`config.mk`:
```
export PLATFORM = sky130hd
export DESIGN_NAME = line_pixel_rasterizer_core_flat
export DESIGN_NICKNAME = d
export VERILOG_FILES = /design/src/design/lpr_pkg.sv /design/src/design/lpr_in_if.sv /design/src/design/lpr_out_if.sv /design/src/design/lpr_setup.sv /design/src/design/line_pixel_rasterizer_core.sv /design/src/flat_wrapper.sv
export SDC_FILE = /design/constraint.sdc
export NUM_CORES = 1
export LEC_CHECK = 0
export BUFFER_PORTS_ARGS = -buffer_cell sky130_fd_sc_hd__buf_2
export CAP_MARGIN = 20
export CORE_ASPECT_RATIO = 0.5
export CORE_MARGIN = 2
export CORE_UTILIZATION = 44
export CTS_BUF_LIST = sky130_fd_sc_hd__clkbuf_8
export DETAILED_ROUTE_END_ITERATION = 7
export PLACE_DENSITY_LB_ADDON = 0.2
export SLEW_MARGIN = 20
export SYNTH_ARGS = -nofsm -noshare
export SYNTH_HDL_FRONTEND = slang
export SYNTH_SLANG_ARGS = --single-unit
```
`constraint.sdc`:
```
create_clock -name clk -period 8.46 [get_ports clk]
set_clock_uncertainty 0.15 [all_clocks]
set_input_delay 1.269 -clock clk [delete_from_list [all_inputs] [get_ports clk]]
set_output_delay 1.269 -clock clk [all_outputs]
set_load 0.02 [all_outputs]
```
`src/design/lpr_pkg.sv`:
```
`default_nettype none

package lpr_pkg;

  localparam int COORD_W  = 12;
  localparam int ERR_W    = 13;
  localparam int COLOUR_W = 32;
  localparam int STEP_W   = 4;
  localparam int MOVE_W   = 2;

  localparam int DEF_SCREEN_WIDTH  = 480;
  localparam int DEF_SCREEN_HEIGHT = 270;

  typedef logic [COORD_W-1:0]  coord_t;
  typedef logic [COLOUR_W-1:0] colour_t;
  typedef logic [STEP_W-1:0]   step_t;
  typedef logic [MOVE_W-1:0]   move_t;

  typedef enum logic [0:0] {
    FUNC_START   = 1'b0,
    FUNC_ADVANCE = 1'b1
  } func_t;

  // two-bit two's complement moves
  localparam move_t MOVE_NONE = 2'b00;
  localparam move_t MOVE_INC  = 2'b01;
  localparam move_t MOVE_DEC  = 2'b11;

  // line parameters worked out from a start item
  typedef struct packed {
    coord_t x1;
    coord_t y1;
    coord_t short_len;
    coord_t long_len;
    step_t  par_step;
    step_t  diag_step;
  } line_setup_t;

  function automatic coord_t apply_move(input coord_t coord, input move_t mv);
    coord_t res;
    res = coord;
    case (mv)
      MOVE_INC: res = coord + coord_t'(1);
      MOVE_DEC: res = coord - coord_t'(1);
      default:  res = coord;
    endcase
    return res;
  endfunction

endpackage

`default_nettype wire

```
`src/design/lpr_in_if.sv`:
```
`default_nettype none

interface lpr_in_if;
  import lpr_pkg::*;

  logic    valid;
  logic    ready;
  func_t   func;
  coord_t  start_x;
  coord_t  start_y;
  coord_t  end_x;
  coord_t  end_y;
  colour_t colour;

  modport source (
    output valid, func, start_x, start_y, end_x, end_y, colour,
    input  ready
  );

  modport sink (
    input  valid, func, start_x, start_y, end_x, end_y, colour,
    output ready
  );
endinterface

`default_nettype wire

```
`src/design/lpr_out_if.sv`:
```
`default_nettype none

interface lpr_out_if;
  import lpr_pkg::*;

  logic    valid;
  logic    ready;
  coord_t  pixel_x;
  coord_t  pixel_y;
  colour_t pixel_colour;
  logic    last_pixel;

  modport source (
    output valid, pixel_x, pixel_y, pixel_colour, last_pixel,
    input  ready
  );

  modport sink (
    input  valid, pixel_x, pixel_y, pixel_colour, last_pixel,
    output ready
  );
endinterface

`default_nettype wire

```
`src/design/lpr_setup.sv`:
```
`default_nettype none

module lpr_setup #(
  parameter int SCREEN_WIDTH  = lpr_pkg::DEF_SCREEN_WIDTH,
  parameter int SCREEN_HEIGHT = lpr_pkg::DEF_SCREEN_HEIGHT
) (
  input  lpr_pkg::coord_t      start_x,
  input  lpr_pkg::coord_t      start_y,
  input  lpr_pkg::coord_t      end_x,
  input  lpr_pkg::coord_t      end_y,
  output lpr_pkg::line_setup_t setup
);
  import lpr_pkg::*;

  localparam logic [COORD_W:0] W_LIM = (COORD_W+1)'(SCREEN_WIDTH);
  localparam logic [COORD_W:0] H_LIM = (COORD_W+1)'(SCREEN_HEIGHT);
  localparam coord_t X_MAX = COORD_W'(SCREEN_WIDTH - 1);
  localparam coord_t Y_MAX = COORD_W'(SCREEN_HEIGHT - 1);

  coord_t x1, y1, x2, y2;
  coord_t dx, dy;
  move_t  sx, sy;

  // clamp endpoints onto the screen
  assign x1 = ({1'b0, start_x} >= W_LIM) ? X_MAX : start_x;
  assign y1 = ({1'b0, start_y} >= H_LIM) ? Y_MAX : start_y;
  assign x2 = ({1'b0, end_x}   >= W_LIM) ? X_MAX : end_x;
  assign y2 = ({1'b0, end_y}   >= H_LIM) ? Y_MAX : end_y;

  assign dx = (x2 >= x1) ? (x2 - x1) : (x1 - x2);
  assign dy = (y2 >= y1) ? (y2 - y1) : (y1 - y2);

  assign sx = (x2 > x1) ? MOVE_INC : ((x2 < x1) ? MOVE_DEC : MOVE_NONE);
  assign sy = (y2 > y1) ? MOVE_INC : ((y2 < y1) ? MOVE_DEC : MOVE_NONE);

  // a tie goes to the y axis
  always_comb begin
    setup.x1        = x1;
    setup.y1        = y1;
    setup.diag_step = {sy, sx};
    if (dx > dy) begin
      setup.par_step  = {MOVE_NONE, sx};
      setup.short_len = dy;
      setup.long_len  = dx;
    end else begin
      setup.par_step  = {sy, MOVE_NONE};
      setup.short_len = dx;
      setup.long_len  = dy;
    end
  end

endmodule

`default_nettype wire

```
`src/design/line_pixel_rasterizer_core.sv`:
```
`default_nettype none

// channel   dir  handshake     payload
// in_ch     in   valid/ready   func, start_x, start_y, end_x, end_y, colour
// out_ch    out  valid/ready   pixel_x, pixel_y, pixel_colour, last_pixel
//
// one item per cycle while the output is not stalled: the line state steps as the item
// is taken and the pixel lands in the output register on the same edge, so it shows in the next cycle
// in_ch.ready is high whenever the output register is empty or being drained,
// so a stalled output holds one pixel and blocks further items
// synchronous active-low reset clears the line state and the output valid
// an advance item while no line is running is taken and yields no pixel

module line_pixel_rasterizer_core #(
  parameter int SCREEN_WIDTH  = lpr_pkg::DEF_SCREEN_WIDTH,
  parameter int SCREEN_HEIGHT = lpr_pkg::DEF_SCREEN_HEIGHT
) (
  input  logic         clk,
  input  logic         rst_n,
  lpr_in_if.sink       in_ch,
  lpr_out_if.source    out_ch
);
  import lpr_pkg::*;

  // line state
  logic                    active_r;
  coord_t                  cur_x_r, cur_y_r;
  logic signed [ERR_W-1:0] error_r;
  coord_t                  short_r, long_r, steps_r;
  step_t                   par_step_r, diag_step_r;
  colour_t                 colour_r;

  // output register
  logic    out_valid_r;
  coord_t  out_x_r, out_y_r;
  colour_t out_colour_r;
  logic    out_last_r;

  line_setup_t             setup;
  logic                    in_ready;
  logic                    accept;
  logic                    is_start;
  logic signed [ERR_W-1:0] err_sub;
  logic                    diag;
  logic signed [ERR_W-1:0] err_adv;
  step_t                   move;
  coord_t                  x_adv, y_adv;
  coord_t                  steps_dec;

  lpr_setup #(
    .SCREEN_WIDTH  (SCREEN_WIDTH),
    .SCREEN_HEIGHT (SCREEN_HEIGHT)
  ) u_setup (
    .start_x (in_ch.start_x),
    .start_y (in_ch.start_y),
    .end_x   (in_ch.end_x),
    .end_y   (in_ch.end_y),
    .setup   (setup)
  );

  // output register frees up when empty or being taken
  assign in_ready    = !out_valid_r || out_ch.ready;
  assign in_ch.ready = in_ready;
  assign accept      = in_ch.valid && in_ready;
  assign is_start    = (in_ch.func == FUNC_START);

  // one bresenham step: a negative error means a diagonal move
  assign err_sub   = error_r - $signed({1'b0, short_r});
  assign diag      = err_sub[ERR_W-1];
  assign err_adv   = diag ? (err_sub + $signed({1'b0, long_r})) : err_sub;
  assign move      = diag ? diag_step_r : par_step_r;
  assign x_adv     = apply_move(cur_x_r, move[MOVE_W-1:0]);
  assign y_adv     = apply_move(cur_y_r, move[STEP_W-1:MOVE_W]);
  assign steps_dec = steps_r - coord_t'(1);

  // state and output valid
  always_ff @(posedge clk) begin
    if (!rst_n) begin
      active_r    <= 1'b0;
      cur_x_r     <= '0;
      cur_y_r     <= '0;
      error_r     <= '0;
      short_r     <= '0;
      long_r      <= '0;
      steps_r     <= '0;
      par_step_r  <= '0;
      diag_step_r <= '0;
      colour_r    <= '0;
      out_valid_r <= 1'b0;
    end else begin
      if (accept && is_start) begin
        // a start drops any running line
        active_r    <= (setup.long_len != '0);
        cur_x_r     <= setup.x1;
        cur_y_r     <= setup.y1;
        error_r     <= $signed({2'b00, setup.long_len[COORD_W-1:1]});
        short_r     <= setup.short_len;
        long_r      <= setup.long_len;
        steps_r     <= setup.long_len;
        par_step_r  <= setup.par_step;
        diag_step_r <= setup.diag_step;
        colour_r    <= in_ch.colour;
        out_valid_r <= 1'b1;
      end else if (accept && active_r) begin
        active_r    <= (steps_dec != '0);
        cur_x_r     <= x_adv;
        cur_y_r     <= y_adv;
        error_r     <= err_adv;
        steps_r     <= steps_dec;
        out_valid_r <= 1'b1;
      end else if (out_ch.ready) begin
        out_valid_r <= 1'b0;
      end
    end
  end

  // pixel payload, loaded alongside the valid
  always_ff @(posedge clk) begin
    if (accept && is_start) begin
      out_x_r      <= setup.x1;
      out_y_r      <= setup.y1;
      out_colour_r <= in_ch.colour;
      out_last_r   <= (setup.long_len == '0);
    end else if (accept && active_r) begin
      out_x_r      <= x_adv;
      out_y_r      <= y_adv;
      out_colour_r <= colour_r;
      out_last_r   <= (steps_dec == '0);
    end
  end

  assign out_ch.valid        = out_valid_r;
  assign out_ch.pixel_x      = out_x_r;
  assign out_ch.pixel_y      = out_y_r;
  assign out_ch.pixel_colour = out_colour_r;
  assign out_ch.last_pixel   = out_last_r;

endmodule

`default_nettype wire

```
`src/flat_wrapper.sv`:
```
// flat-port wrapper written by rule: the top's interface ports become plain ports
module line_pixel_rasterizer_core_flat import lpr_pkg::*;
#(
  parameter int SCREEN_WIDTH  = lpr_pkg::DEF_SCREEN_WIDTH,
  parameter int SCREEN_HEIGHT = lpr_pkg::DEF_SCREEN_HEIGHT
)
  (clk, rst_n, in_ch_valid, in_ch_func, in_ch_start_x, in_ch_start_y, in_ch_end_x, in_ch_end_y, in_ch_colour, in_ch_ready, out_ch_valid, out_ch_pixel_x, out_ch_pixel_y, out_ch_pixel_colour, out_ch_last_pixel, out_ch_ready);
  lpr_in_if in_ch_i ();
  lpr_out_if out_ch_i ();
  input  logic clk;
  input  logic rst_n;
  input wire logic [$bits(in_ch_i.valid)-1:0] in_ch_valid;
  input wire logic [$bits(in_ch_i.func)-1:0] in_ch_func;
  input wire logic [$bits(in_ch_i.start_x)-1:0] in_ch_start_x;
  input wire logic [$bits(in_ch_i.start_y)-1:0] in_ch_start_y;
  input wire logic [$bits(in_ch_i.end_x)-1:0] in_ch_end_x;
  input wire logic [$bits(in_ch_i.end_y)-1:0] in_ch_end_y;
  input wire logic [$bits(in_ch_i.colour)-1:0] in_ch_colour;
  output wire logic [$bits(in_ch_i.ready)-1:0] in_ch_ready;
  output wire logic [$bits(out_ch_i.valid)-1:0] out_ch_valid;
  output wire logic [$bits(out_ch_i.pixel_x)-1:0] out_ch_pixel_x;
  output wire logic [$bits(out_ch_i.pixel_y)-1:0] out_ch_pixel_y;
  output wire logic [$bits(out_ch_i.pixel_colour)-1:0] out_ch_pixel_colour;
  output wire logic [$bits(out_ch_i.last_pixel)-1:0] out_ch_last_pixel;
  input wire logic [$bits(out_ch_i.ready)-1:0] out_ch_ready;
  assign in_ch_i.valid = in_ch_valid;
  assign in_ch_i.func = in_ch_func;
  assign in_ch_i.start_x = in_ch_start_x;
  assign in_ch_i.start_y = in_ch_start_y;
  assign in_ch_i.end_x = in_ch_end_x;
  assign in_ch_i.end_y = in_ch_end_y;
  assign in_ch_i.colour = in_ch_colour;
  assign in_ch_ready = in_ch_i.ready;
  assign out_ch_valid = out_ch_i.valid;
  assign out_ch_pixel_x = out_ch_i.pixel_x;
  assign out_ch_pixel_y = out_ch_i.pixel_y;
  assign out_ch_pixel_colour = out_ch_i.pixel_colour;
  assign out_ch_last_pixel = out_ch_i.last_pixel;
  assign out_ch_i.ready = out_ch_ready;
  line_pixel_rasterizer_core #(.SCREEN_WIDTH(SCREEN_WIDTH), .SCREEN_HEIGHT(SCREEN_HEIGHT)) u_core (.clk(clk), .rst_n(rst_n), .in_ch(in_ch_i), .out_ch(out_ch_i));
endmodule
```
; Word level (Yosys, flattened, before mapping)
; Index checks and enable logic that the tools add are counted.
[classes]
addsub = 11
mul = 0
n_div = 0
magnitude_cmp = 11
eq_ne = 4
shifts = 0
n_mux = 32
bitwise = 2
reduce_logical = 12
[op_table]
columns = op, n
row1 = $mux W12, 12
row2 = $mux W32, 2
row3 = $ge A12 B9 Y1 const B, 4
row4 = $pmux W12 S2, 2
row5 = $sub A12 B12 Y12, 4
row6 = $gt A12 B12 Y1, 3
row7 = $sub A12 B1 Y12 const B, 3
row8 = $mux W28, 1
row9 = $add A12 B1 Y12 const B, 2
row10 = $ge A12 B12 Y1, 2
row11 = $logic_not A12 Y1, 2
row12 = $lt A12 B12 Y1, 2
row13 = $reduce_bool A12 Y1, 2
row14 = $mux W11, 2
row15 = $add A13 B13 Y13, 1
row16 = $mux W13, 1
row17 = $sub A13 B13 Y13, 1
row18 = $mux W2, 4
row19 = $mux W1, 7
row20 = $eq A2 B1 Y1 const B, 2
row21 = $eq A2 B2 Y1 const B, 2
row22 = $mux W4, 1
row23 = $logic_and A1 B1 Y1, 3
row24 = $reduce_bool A3 Y1, 1
row25 = 5 further kinds, 6
[totals]
regBits = 172
latch_bits = 0
ramBits = 0
mem_bits_ro = 0
in_bits = 85
output_inout_bits = 59
wordCells = 88
memories = 0

; Depth between registers and ports, before layout
; Gate-level depths: netlist of run 1.
[logic_depth]
ltp_word = 8
ltp_mapped = 27
mapped_depth_nobuf = 26

; Modules after synthesis
; A second synthesis of run 1 with hierarchy kept.
[hier_totals]
cells_unflattened = 1518
area_unflattened_um2 = 12221.7
[modules_own_cells]
columns = module, n_inst, cells_each, area_per_inst_um2, seq_area_each_um2
row1 = line_pixel_rasterizer_core, 1, 1047, 8913.5, 4013.8
row2 = lpr_setup, 1, 471, 3308.2, 0.0

; Worst setup path before layout of run 1
; OpenSTA, ideal clock, no wires.
[synth_path]
kind = in2reg
from = input port in_ch_end_y[6]
to = register u_core.active_r
setup_ns = 0.135
t_arrival_ns = 7.289
t_required_ns = 8.175
setup_slack_ns = 0.886
path_stages = 24
path_buffers = 1
path_cell_list = nor4_1 > nand2_1 > a2111oi_0 > nand2_1 > ha_1 > and2_1 > a221oi_1 > a22oi_1 > o21ai_1 > nand2_2 > mux2i_1 > xnor2_1 > ha_1 > and3_1 > a221o_1 > a221o_1 > o22a_1 > buf_6 > a21oi_1 > o21ba_2 > o21bai_1 > or4_1 > o31ai_2 > a31oi_1
[synth_between]
elab_chain_len = 8
elab_cells_between_ends = 10
cone_classes = 2 x add/sub / 3 x order compare / 4 x mux / 1 x reduce/logical
[synth_rtl]
columns = item, line_no
row1 = "start, declared", flat_wrapper.sv:17  ; input wire logic [$bits(in_ch_i.end_y)-1:0] in_ch_end_y;
row2 = $ge A12 B9 Y1, lpr_setup.sv:28  ; assign y2 = ({1'b0, end_y} >= H_LIM) ? Y_MAX : end_y;
row3 = $mux W12 *, lpr_setup.sv:28
row4 = $sub A12 B12 Y12 / $ge A12 B12 Y1 (equally long branches), lpr_setup.sv:31  ; assign dy = (y2 >= y1) ? (y2 - y1) : (y1 - y2);
row5 = $mux W12 *, lpr_setup.sv:31
row6 = $gt A12 B12 Y1, lpr_setup.sv:41  ; if (dx > dy) begin
row7 = $mux W28 *, lpr_setup.sv:41
row8 = $reduce_bool A12 Y1 *, line_pixel_rasterizer_core.sv:93  ; active_r <= (setup.long_len != '0);
row9 = $mux W1 *, line_pixel_rasterizer_core.sv:91  ; if (accept && is_start) begin
row10 = "end signal, assigned", line_pixel_rasterizer_core.sv:93
row11 = "end signal, assigned", line_pixel_rasterizer_core.sv:105  ; active_r <= (steps_dec != '0);
row12 = "end, declared", line_pixel_rasterizer_core.sv:26  ; logic active_r;
; Mark *: on every way between the ends. The rest lies on a longest branch, timed or not.
; A chain may end at the register's enable or synchronous reset.

; Worst setup path in the final report of run 1
[layout_path]
from = input port in_ch_start_y[6]
to = register u_core.active_r
[layout_between]
elab_chain_len = 8
elab_cells_between_ends = 10
cone_classes = 2 x add/sub / 3 x order compare / 4 x mux / 1 x reduce/logical
[layout_rtl]
columns = item, line_no
row1 = "start, declared", flat_wrapper.sv:15  ; input wire logic [$bits(in_ch_i.start_y)-1:0] in_ch_start_y;
row2 = $ge A12 B9 Y1, lpr_setup.sv:26  ; assign y1 = ({1'b0, start_y} >= H_LIM) ? Y_MAX : start_y;
row3 = $mux W12 *, lpr_setup.sv:26
row4 = $sub A12 B12 Y12 / $ge A12 B12 Y1 (equally long branches), lpr_setup.sv:31
row5 = $mux W12 *, lpr_setup.sv:31
row6 = $gt A12 B12 Y1, lpr_setup.sv:41
row7 = $mux W28 *, lpr_setup.sv:41
row8 = $reduce_bool A12 Y1 *, line_pixel_rasterizer_core.sv:93
row9 = $mux W1 *, line_pixel_rasterizer_core.sv:91
; Marks and branches as above.

==> summary.txt, run 1 <==
outcome: complete, no violations
post-CTS setup buffers: 0
critical path type: in -> reg
H-tree depth: 4
combinational share of power: 47.3%
cts hold-fix bufs: 0
vias in the first global route: 10145
post-DP HPWL: 26.42 mm
slew margin rel.: 28.43%
CP endpoint kind: flip-flop
placed insts: 1908
Mapped Cells: 1445
arrival time at the worst endpoint: 7.92 ns
area grow syn2layout: 12.77%
pre-CTS setup slack: 0.3668 ns
WL/cell: 17.77 um
Layout Nets: 1771
Setup Viol. Count Final: 0
initial core utilization: 44.62%
worst skew pair latency: 0.46 ns
peak supply drop: 0.1140 mV
All-Layer GR Usage: 24.17%
CTS tree: yes
Netlist Area Pre-Place: 11750 sq um
core area: 26330 sq um
EDFF count, synth: 57
switching share of power: 41.42%
via count: 10894
Final Instance Area: 13250 sq um
Max-Cap Viols: 0
post-synthesis cell type count: 78
top cells by count, synth: nand2_1 (241), a21oi_1 (169), dfxtp_1 (115)
sequential fraction of the synthesis area: 34.17%
cts repair resizes: 0
Clock transition at path regs: 0.09 ns
worst setup margin: 0.7241 ns
maximum fanout along the worst path: 18
switching power: 1.256 mW
final hold vios: 0
fin util: 50.32%
Fin Setup TNS: 0 ns
top post-synthesis cells by area: dfxtp_1 (20%), edfxtp_1 (15%), ha_1 (11%)
leading area contributor after synthesis: dfxtp_1
number of diodes: 0
vias per cell: 5.613
gpl congestion: 1.008
clock share of power: 19.8%
# rows: 42
Final period util: 91.44%
I/O Buffers: 143
DRT Pass-1 Iters: 7
Ports: 144
GR Layer Usage met2: 38.03%
Reg power frac: 32.9%
ys async rst share: 0%
Most used DFF post-synth: dfxtp_1
initial antenna violation count: 0
most numerous cell in the Yosys netlist: nand2_1
CP Data Required Time: 8.65 ns
clock root buffer: clkbuf_8
GRT busiest layer: met2
met3 Use GR: 3.934%
Final Hold Slack: 0.3066 ns
cell area power density: 228.9 nW/um^2
Num CTS Buffers: 17
met1 Use GR: 34.94%
RSZ-0062 raised after global routing: no
die height: 119.5 um
clk sinks: 172
synthesized flop and latch total: 172
top achievable clock speed: 129.3 MHz
layout cells sized above 1: 13.91%
Hold Path Class: reg -> reg
measured slew at the worst slew-check pin: 1.074 ns
total power: 3.032 mW
startpoint types: primary input
share of the synthesized area in the top cell type: 19.60%
Finished Layout Cells: 1941
largest net degree at the start of global routing: 100
P_leak: 5.825 nW
count of final max-slew check failures: 0
DR iter-0 viols: 895
Post-route DRC: 0
CTS max path bufs: 2
gr ovfl total: 0
Area after DPL: 12840 sq um
wirelength, routed: 34.49 mm
DIE AREA: 28100 sq um
Ys Warns: 0
first-pass GRT wire length: 53.92 mm
Die X-Extent: 235.1 um
Routed Antenna Nets: 0
min cycle time layout: 7.736 ns
internal power: 1.776 mW
synthesized area per cell: 8.130 sq um
final timing paths:
path                                        start                   endpoint  slack (ns)  cells after the start
worst max-delay path             in_ch_start_y[6]            u_core.active_r        0.72                     27
worst min-delay path            u_core.short_r[5]          u_core.short_r[5]        0.31                      2
worst max register to register  u_core.short_r[0]  u_core.out_ch.pixel_y[11]        1.87                     25
worst min register to register  u_core.short_r[5]          u_core.short_r[5]        0.31                      2
power by group through the flow:
stage / Clock (mW) / Sequential, mW / Combinational (mW)
after detailed placement: 0 / 1.02 / 1.39
final: 0.601 / 0.998 / 1.43
after floorplan: 0 / 1.04 / 1.03
after global routing: 0.645 / 1.01 / 1.58
after global placement: 0 / 1.01 / 1.36
after CTS: 0.612 / 0.999 / 1.40
area by class of cell:
type | instances | area, sq um
tap | 352 | 440.4
clock buffer | 17 | 234.0
multi-input combinational | 1144 | 7253
clock inverter | 15 | 162.7
sequential | 172 | 4014
inverter | 83 | 311.5
fill | 2536 | 13080
timing repair buffer | 158 | 832.0
state kept, by name, summed over array words and instances, names as in the netlist, 4 cells and up:
register / flops
u_core.par_step_r: 4
u_core.out_ch.pixel_x: 12
u_core.long_r: 12
u_core.error_r: 13
u_core.out_ch.pixel_y: 12
u_core.cur_x_r: 12
u_core.colour_r: 32
u_core.short_r: 12
u_core.cur_y_r: 12
u_core.diag_step_r: 4
u_core.steps_r: 12
u_core.out_ch.pixel_colour: 32
per-layer routing:
| metal | vias to the layer above | share of wire [%] |
|---|---|---|
| li1 | 5342 | - |
| met1 | 5150 | 49 |
| met2 | 364 | 44 |
| met3 | 38 | 6.2 |
| met4 | 0 | 1.2 |
| met5 | - | 0 |
cells in the final DEF, fill, tap and decap left out, types with 5 or more instances in the layout:
master,instances
or2_2,9
a21oi_1,169
a21o_1,29
o21ai_0,57
nand2_1,241
nor4_1,8
nand3_1,22
nor2b_1,20
buf_4,14
o22ai_1,5
and3_1,6
xor2_1,24
edfxtp_1,57
nor3_1,43
o21a_1,13
nand4_1,10
dfxtp_1,115
a221oi_1,6
xnor2_1,52
o211ai_1,28
conb_1,20
fa_1,8
mux2i_1,19
inv_1,82
ha_1,102
a31oi_1,18
and2_1,8
nand2b_1,18
nor2_1,107
buf_2,143
clkbuf_8,17
o21bai_1,5
a211oi_1,18
o41ai_1,5
worst max-delay path, stage by stage:
cell	delay [ns]
buf_2	0.11
nor4_1	0.25
nand2_1	0.11
a2111oi_1	0.44
buf_4	0.21
nand2_1	0.12
inv_1	0.11
ha_1	0.28
and2_1	0.21
a221oi_1	0.36
a22oi_1	0.18
o21ai_1	0.37
nand2_2	0.23
mux2i_1	0.18
xnor2_1	0.38
ha_1	0.32
and3_1	0.20
a221o_1	0.35
a221o_1	0.35
o22a_1	0.20
buf_4	0.19
clkinv_1	0.30
and4b_1	0.26
o21bai_1	0.07
or4_1	0.49
o31ai_2	0.28
a31oi_1	0.11
logic make-up (layout without fill, tap and decap cells):
group | after synthesis | in the layout | synth area share, %
AO/OA/AOI/OAI | 396 | 396 | 20.91
XOR/XNOR | 77 | 77 | 5.741
adder cells (fa/ha/maj) | 110 | 110 | 12.23
buffers and inverters | 147 | 273 | 4.867
flip-flops | 172 | 172 | 34.17
AND/OR/NAND/NOR | 518 | 518 | 20.03
multiplexers | 23 | 23 | 1.992
other | 2 | 20 | 0.06393
Note: power is estimated with default switching activity, not from simulation.
==> inputs of run 2 (changes only) <==
--- a/config.mk
+++ b/config.mk
@@ -5,10 +5,10 @@
 export SDC_FILE = /design/constraint.sdc
 export NUM_CORES = 1
 export LEC_CHECK = 0
-export BUFFER_PORTS_ARGS = -buffer_cell sky130_fd_sc_hd__buf_2
+export BUFFER_PORTS_ARGS = -buffer_cell sky130_fd_sc_hd__buf_4
 export CAP_MARGIN = 20
 export CORE_ASPECT_RATIO = 0.5
-export CORE_MARGIN = 2
+export CORE_MARGIN = 1
 export CORE_UTILIZATION = 44
 export CTS_BUF_LIST = sky130_fd_sc_hd__clkbuf_8
 export DETAILED_ROUTE_END_ITERATION = 7
==> run 2 against run 1 <==
Register-to-register slack gained 0.10 ns. Combinational power about the same. Largest power group unchanged. Die area decreased by 2.5%. Via count decreased by 0.22%. Power fell by 0.53%. Worst setup slack better by 0.22 ns. Wire length increased by 0.18%. Sequential power hardly changed.
==> summary.txt, run 2 (synthesis gave the netlist of run 1 again) <==
peak supply drop: 0.1350 mV (+18%)
initial antenna violation count: 0 (unchanged)
via count: 10870 (-0.22%)
P_leak: 5.910 nW (+1.5%)
WL/cell: 17.89 um (+0.70%)
H-tree depth: 4 (unchanged)
slew margin rel.: 31.91% (+3.5 points)
initial core utilization: 45.71% (+1.1 points)
maximum fanout along the worst path: 8 (-10)
clock root buffer: clkbuf_8
DIE AREA: 27400 sq um (-2.5%)
Fin Setup TNS: 0 ns (unchanged)
Routed Antenna Nets: 0 (unchanged)
number of diodes: 0 (unchanged)
startpoint types: primary input
Max-Cap Viols: 0 (unchanged)
number of fill cells in the layout: 2479 (-2.2%)
min cycle time layout: 7.519 ns (-0.2166 ns)
arrival time at the worst endpoint: 7.76 ns (-0.16 ns)
vias per cell: 5.629 (+0.30%)
Clock transition at path regs: 0.11 ns (+0.02 ns)
RSZ-0062 raised after global routing: no
Hold Path Class: reg -> reg
cts hold-fix bufs: 0 (unchanged)
Setup Viol. Count Final: 0 (unchanged)
GRT busiest layer: met2
CP Data Required Time: 8.70 ns (+0.05 ns)
post-CTS setup buffers: 0 (unchanged)
final hold vios: 0 (unchanged)
most frequent cells in the layout: nand2_1 (241), a21oi_1 (169), buf_4 (156)
DR iter-0 viols: 815 (-8.9%)
Worst path top cell family by delay: compound AO/OA/AOI/OAI gates
vias in the first global route: 10114 (-0.31%)
largest stage delay on the critical path: 0.49 ns (about the same)
Num CTS Buffers: 17 (unchanged)
first-pass GRT wire length: 54.25 mm (+0.61%)
largest net degree at the start of global routing: 73 (-27%)
worst skew pair latency: 0.50 ns (+0.04 ns)
CP endpoint kind: flip-flop
post-DP HPWL: 26.30 mm (-0.45%)
Final period util: 88.88% (-2.6 points)
count of final max-slew check failures: 0 (unchanged)
# rows: 41 (-2.4%)
measured slew at the worst slew-check pin: 1.018 ns (-0.05601 ns)
All-Layer GR Usage: 25.25% (+1.1 points)
Layout Nets: 1769 (-0.11%)
commonest non-fill, non-tap cell in the layout: nand2_1
I/O Buffers: 143 (unchanged)
WP buf/inv: 2 (-3)
outcome: complete, no violations
gpl congestion: 0.9285 (-7.9%)
layout cells sized above 1: 13.86% (-0.045 points)
gr ovfl total: 0 (unchanged)
met3 Use GR: 6.734% (+2.8 points)
core area: 25700 sq um (-2.4%)
total power: 3.016 mW (-0.53%)
CTS max path bufs: 2 (unchanged)
Final Instance Area: 13560 sq um (+2.4%)
CP max stage cell: or4_1
CTS tree: yes
Ports: 144 (unchanged)
area grow syn2layout: 15.47%
critical path type: in -> reg
top achievable clock speed: 133.0 MHz (+2.9%)
Area after DPL: 13180 sq um (+2.6%)
met1 Use GR: 35.11% (+0.16 points)
Post-route DRC: 0 (unchanged)
cell area power density: 222.4 nW/um^2 (-2.9%)
die height: 117.5 um (-1.7%)
cts repair resizes: 0 (unchanged)
Die X-Extent: 233.1 um (-0.85%)
GR Layer Usage met2: 38.06% (about the same)
Final Hold Slack: 0.3060 ns (-0.0005960 ns)
DRT Pass-1 Iters: 6 (-1)
clk sinks: 172 (unchanged)
wirelength, routed: 34.55 mm (+0.18%)
-- run 2: cell types whose count changed in the layout (fill, tap and decap cells not counted) --
cell and delta:
a2111oi_1 -1, inv_8 +3, clkinv_2 -2, buf_2 -143, inv_1 -1, clkinv_4 -1, clkinv_8 +2, buf_6 -1
a2111oi_0 +1, buf_4 +142, clkinvlp_4 +3, bufinv_16 -2, inv_6 -2
-- run 2: final timing paths --
check / endpoint / startpoint / cells past startpoint / slack, ns
worst max-delay path: u_core.active_r / in_ch_start_y[6] / 25 / 0.94
worst min-delay path: u_core.short_r[7] / u_core.short_r[7] / 2 / 0.31
worst max register to register: u_core.out_ch.pixel_x[8] / u_core.short_r[0] / 26 / 1.97
worst min register to register: u_core.short_r[7] / u_core.short_r[7] / 2 / 0.31
-- run 2: cell type report --
class | count | area, sq um | share of cell area, %
tap | 344 | 430.4 | 3.173
clock inverter | 15 | 151.4 | 1.116
sequential | 172 | 4014 | 29.59
multi-input combinational | 1144 | 7252 | 53.46
timing repair buffer | 156 | 1171 | 8.634
clock buffer | 17 | 234.0 | 1.725
inverter | 83 | 311.5 | 2.297
-- run 2: metal layers --
metal / wire length (um) / up-vias / share of wire, %
met5: 0 / - / 0
met4: 623 / 0 / 1.8
met3: 2846 / 42 / 8.2
met2: 14860 / 387 / 43
met1: 16230 / 5108 / 47
li1: - / 5333 / -
-- run 2: tightest hold or removal path, stage by stage (launching register included) --
cell,delay (ns)
dfxtp_1,0.32
nand2_1,0.05
a21oi_1,0.05
-- run 2: power by group --
group          internal, mW  switching (mW)
Combinational         0.573           0.859
Sequential            0.947          0.0537
Clock                 0.219           0.364
-- run 2: stage by stage --
| stage | setup slack [ns] | instances | utilization [%] |
|---|---|---|---|
| final | 0.9407 | 1931 | 52.78 |
| after CTS | 1.053 | 1931 | 52.78 |
| after global routing | 0.5532 | 1931 | 52.78 |
| after floorplan | 0.8856 | 1463 | - |
| after detailed placement | 0.4977 | 1899 | 51.28 |
| after global placement | 0.6419 | 1899 | 51.28 |
==> inputs of run 3 (changes only) <==
==> constraint.sdc (replaced) <==
create_clock -name clk -period 9 [get_ports clk]
set_clock_uncertainty 0.15 [all_clocks]
set_input_delay 1.35 -clock clk [delete_from_list [all_inputs] [get_ports clk]]
set_output_delay 1.35 -clock clk [all_outputs]
set_load 0.02 [all_outputs]
==> run 3 against run 2 <==
Worst hold slack improved by 0.0027 ns. Global-route usage decreased by 0.23 points. Register-to-register slack improved by 0.26 ns. Cell count unchanged. Worst setup slack improved by 0.23 ns. Non-clock buffer count unchanged. Sequential share of layout area about the same. Core utilization increased by 0.068 points. Wire length decreased by 1.1%.
==> summary.txt, run 3 (synthesis gave the netlist of run 1 again) <==
outcome: complete, no violations
DR iter-0 viols: 1015 (+25%)
arrival time at the worst endpoint: 8.05 ns (+0.29 ns)
Worst path top cell family by delay: compound AO/OA/AOI/OAI gates
vias in the first global route: 10190 (+0.75%)
switching power: 1.184 mW (-7.2%)
post-CTS setup buffers: 0 (unchanged)
Final Instance Area: 13580 sq um (+0.13%)
wirelength, routed: 34.16 mm (-1.1%)
combinational share of power: 47.1% (-0.4 points)
CP endpoint kind: flip-flop
# rows: 41 (unchanged)
Fin Setup TNS: 0 ns (unchanged)
H-tree depth: 4 (unchanged)
CP Data Required Time: 9.22 ns (+0.52 ns)
core area: 25700 sq um (unchanged)
I/O Buffers: 143 (unchanged)
WL/cell: 17.69 um (-1.1%)
gpl congestion: 0.9252 (-0.36%)
gr ovfl total: 0 (unchanged)
P_leak: 5.927 nW (+0.29%)
clock root buffer: clkbuf_8
min cycle time layout: 7.826 ns
RSZ-0062 raised after global routing: no
commonest non-fill, non-tap cell in the layout: nand2_1
switching share of power: 41.53% (-0.79 points)
Max-Cap Viols: 0 (unchanged)
Routed Antenna Nets: 0 (unchanged)
cell area power density: 210.0 nW/um^2 (-5.6%)
Ports: 144 (unchanged)
Reg power frac: 33.0% (-0.2 points)
r2r endpoint: u_core.out_ch.pixel_y[11]
WP buf/inv: 4 (+2)
All-Layer GR Usage: 25.02% (-0.23 points)
Hold Path Class: reg -> reg
crit path capture: u_core.active_r
Clock transition at path regs: 0.09 ns (-0.02 ns)
initial antenna violation count: 0 (unchanged)
largest net degree at the start of global routing: 86 (+18%)
DIE AREA: 27400 sq um (unchanged)
post-DP HPWL: 25.92 mm (-1.5%)
Final period util: 86.96%
largest stage delay on the critical path: 0.50 ns (about the same)
worst-case reg-to-reg path depth: 26 (unchanged)
cts repair resizes: 0 (unchanged)
count of final max-slew check failures: 0 (unchanged)
slew margin rel.: 31.88% (about the same)
internal power: 1.667 mW (-4.2%)
CTS max path bufs: 2 (unchanged)
cell depth of the worst setup path: 27 (+8.0%)
Num CTS Buffers: 17 (unchanged)
CTS tree: yes
worst skew pair latency: 0.52 ns (+0.02 ns)
FF-to-FF setup slack: 2.23 ns (+0.26 ns)
die height: 117.5 um (unchanged)
top achievable clock speed: 127.8 MHz
initial core utilization: 45.71% (unchanged)
cts hold-fix bufs: 0 (unchanged)
worst reg2reg path startpoint: u_core.short_r[0]
first-pass GRT wire length: 54.17 mm (-0.15%)
area grow syn2layout: 15.61%
DRT Pass-1 Iters: 5 (-1)
Final Hold Slack: 0.3087 ns (+0.002710 ns)
final hold vios: 0 (unchanged)
clk sinks: 172 (unchanged)
critical path type: in -> reg
Post-route DRC: 0 (unchanged)
most frequent cells in the layout: nand2_1 (241), a21oi_1 (169), buf_4 (156)
CP startpoint: in_ch_start_y[6]
vias per cell: 5.632 (about the same)
clock share of power: 19.9% (+0.5 points)
startpoint types: primary input
Layout Nets: 1769 (unchanged)
measured slew at the worst slew-check pin: 1.018 ns (+0.0004036 ns)
layout cells sized above 1: 13.80% (-0.063 points)
number of diodes: 0 (unchanged)
Die X-Extent: 233.1 um (unchanged)
Setup Viol. Count Final: 0 (unchanged)
maximum fanout along the worst path: 18 (+10)
CP max stage cell: or4_1
peak supply drop: 0.1180 mV (-13%)
via count: 10875 (+0.046%)
Area after DPL: 13180 sq um (unchanged)
==> run 3: area by class of cell <==
class,instances,area (sq um)
sequential,172,4014
clock inverter,14,155.1
inverter,83,311.5
multi-input combinational,1144,7252
clock buffer,18,247.7
tap,344,430.4
fill,2463,12120
timing repair buffer,156,1171
==> run 3: worst min path at each step <==
stage	start	end	slack, ns	cells after the start
detailed placement	u_core.short_r[5]	u_core.short_r[5]	0.30	2
finish	u_core.short_r[5]	u_core.short_r[5]	0.31	2
floorplan	u_core.short_r[10]	u_core.short_r[10]	0.28	2
global placement	u_core.short_r[8]	u_core.short_r[8]	0.29	2
CTS	u_core.short_r[5]	u_core.short_r[5]	0.31	2
global route	u_core.short_r[10]	u_core.short_r[10]	0.33	2
==> run 3: worst min-delay path, delay by kind of cell (launching register included) <==
family / cells / cell delay (ns)
DFF: 1 / 0.32
AOI/OAI and AO/OA: 1 / 0.05
and+or+nand+nor: 1 / 0.05
==> run 3: metrics by stage <==
step	worst slack [ns]	std cells	power (mW)	util [%]
6_report	1.174	1931	2.852	52.85
2_1_floorplan	1.345	1463	1.944	-
5_1_grt	0.6184	1931	3.033	52.85
3_3_place_gp	0.8524	1899	2.242	51.28
4_1_cts	1.302	1931	2.847	52.85
3_5_place_dp	0.7770	1899	2.274	51.28
==> run 3: per-layer routing <==
metal / routed length [um] / global-route usage, %
met1: 16400 / 35.97
met2: 14940 / 37.89
met3: 2241 / 4.675
met4: 573 / 7.026
met5: 0 / 0
==> run 3: power by group through the flow <==
stage	Sequential, mW	Combinational [mW]	Clock [mW]
2_1_floorplan	0.974	0.971	0
3_3_place_gp	0.954	1.29	0
3_5_place_dp	0.957	1.32	0
4_1_cts	0.940	1.33	0.581
5_1_grt	0.950	1.47	0.609
6_report	0.940	1.34	0.568
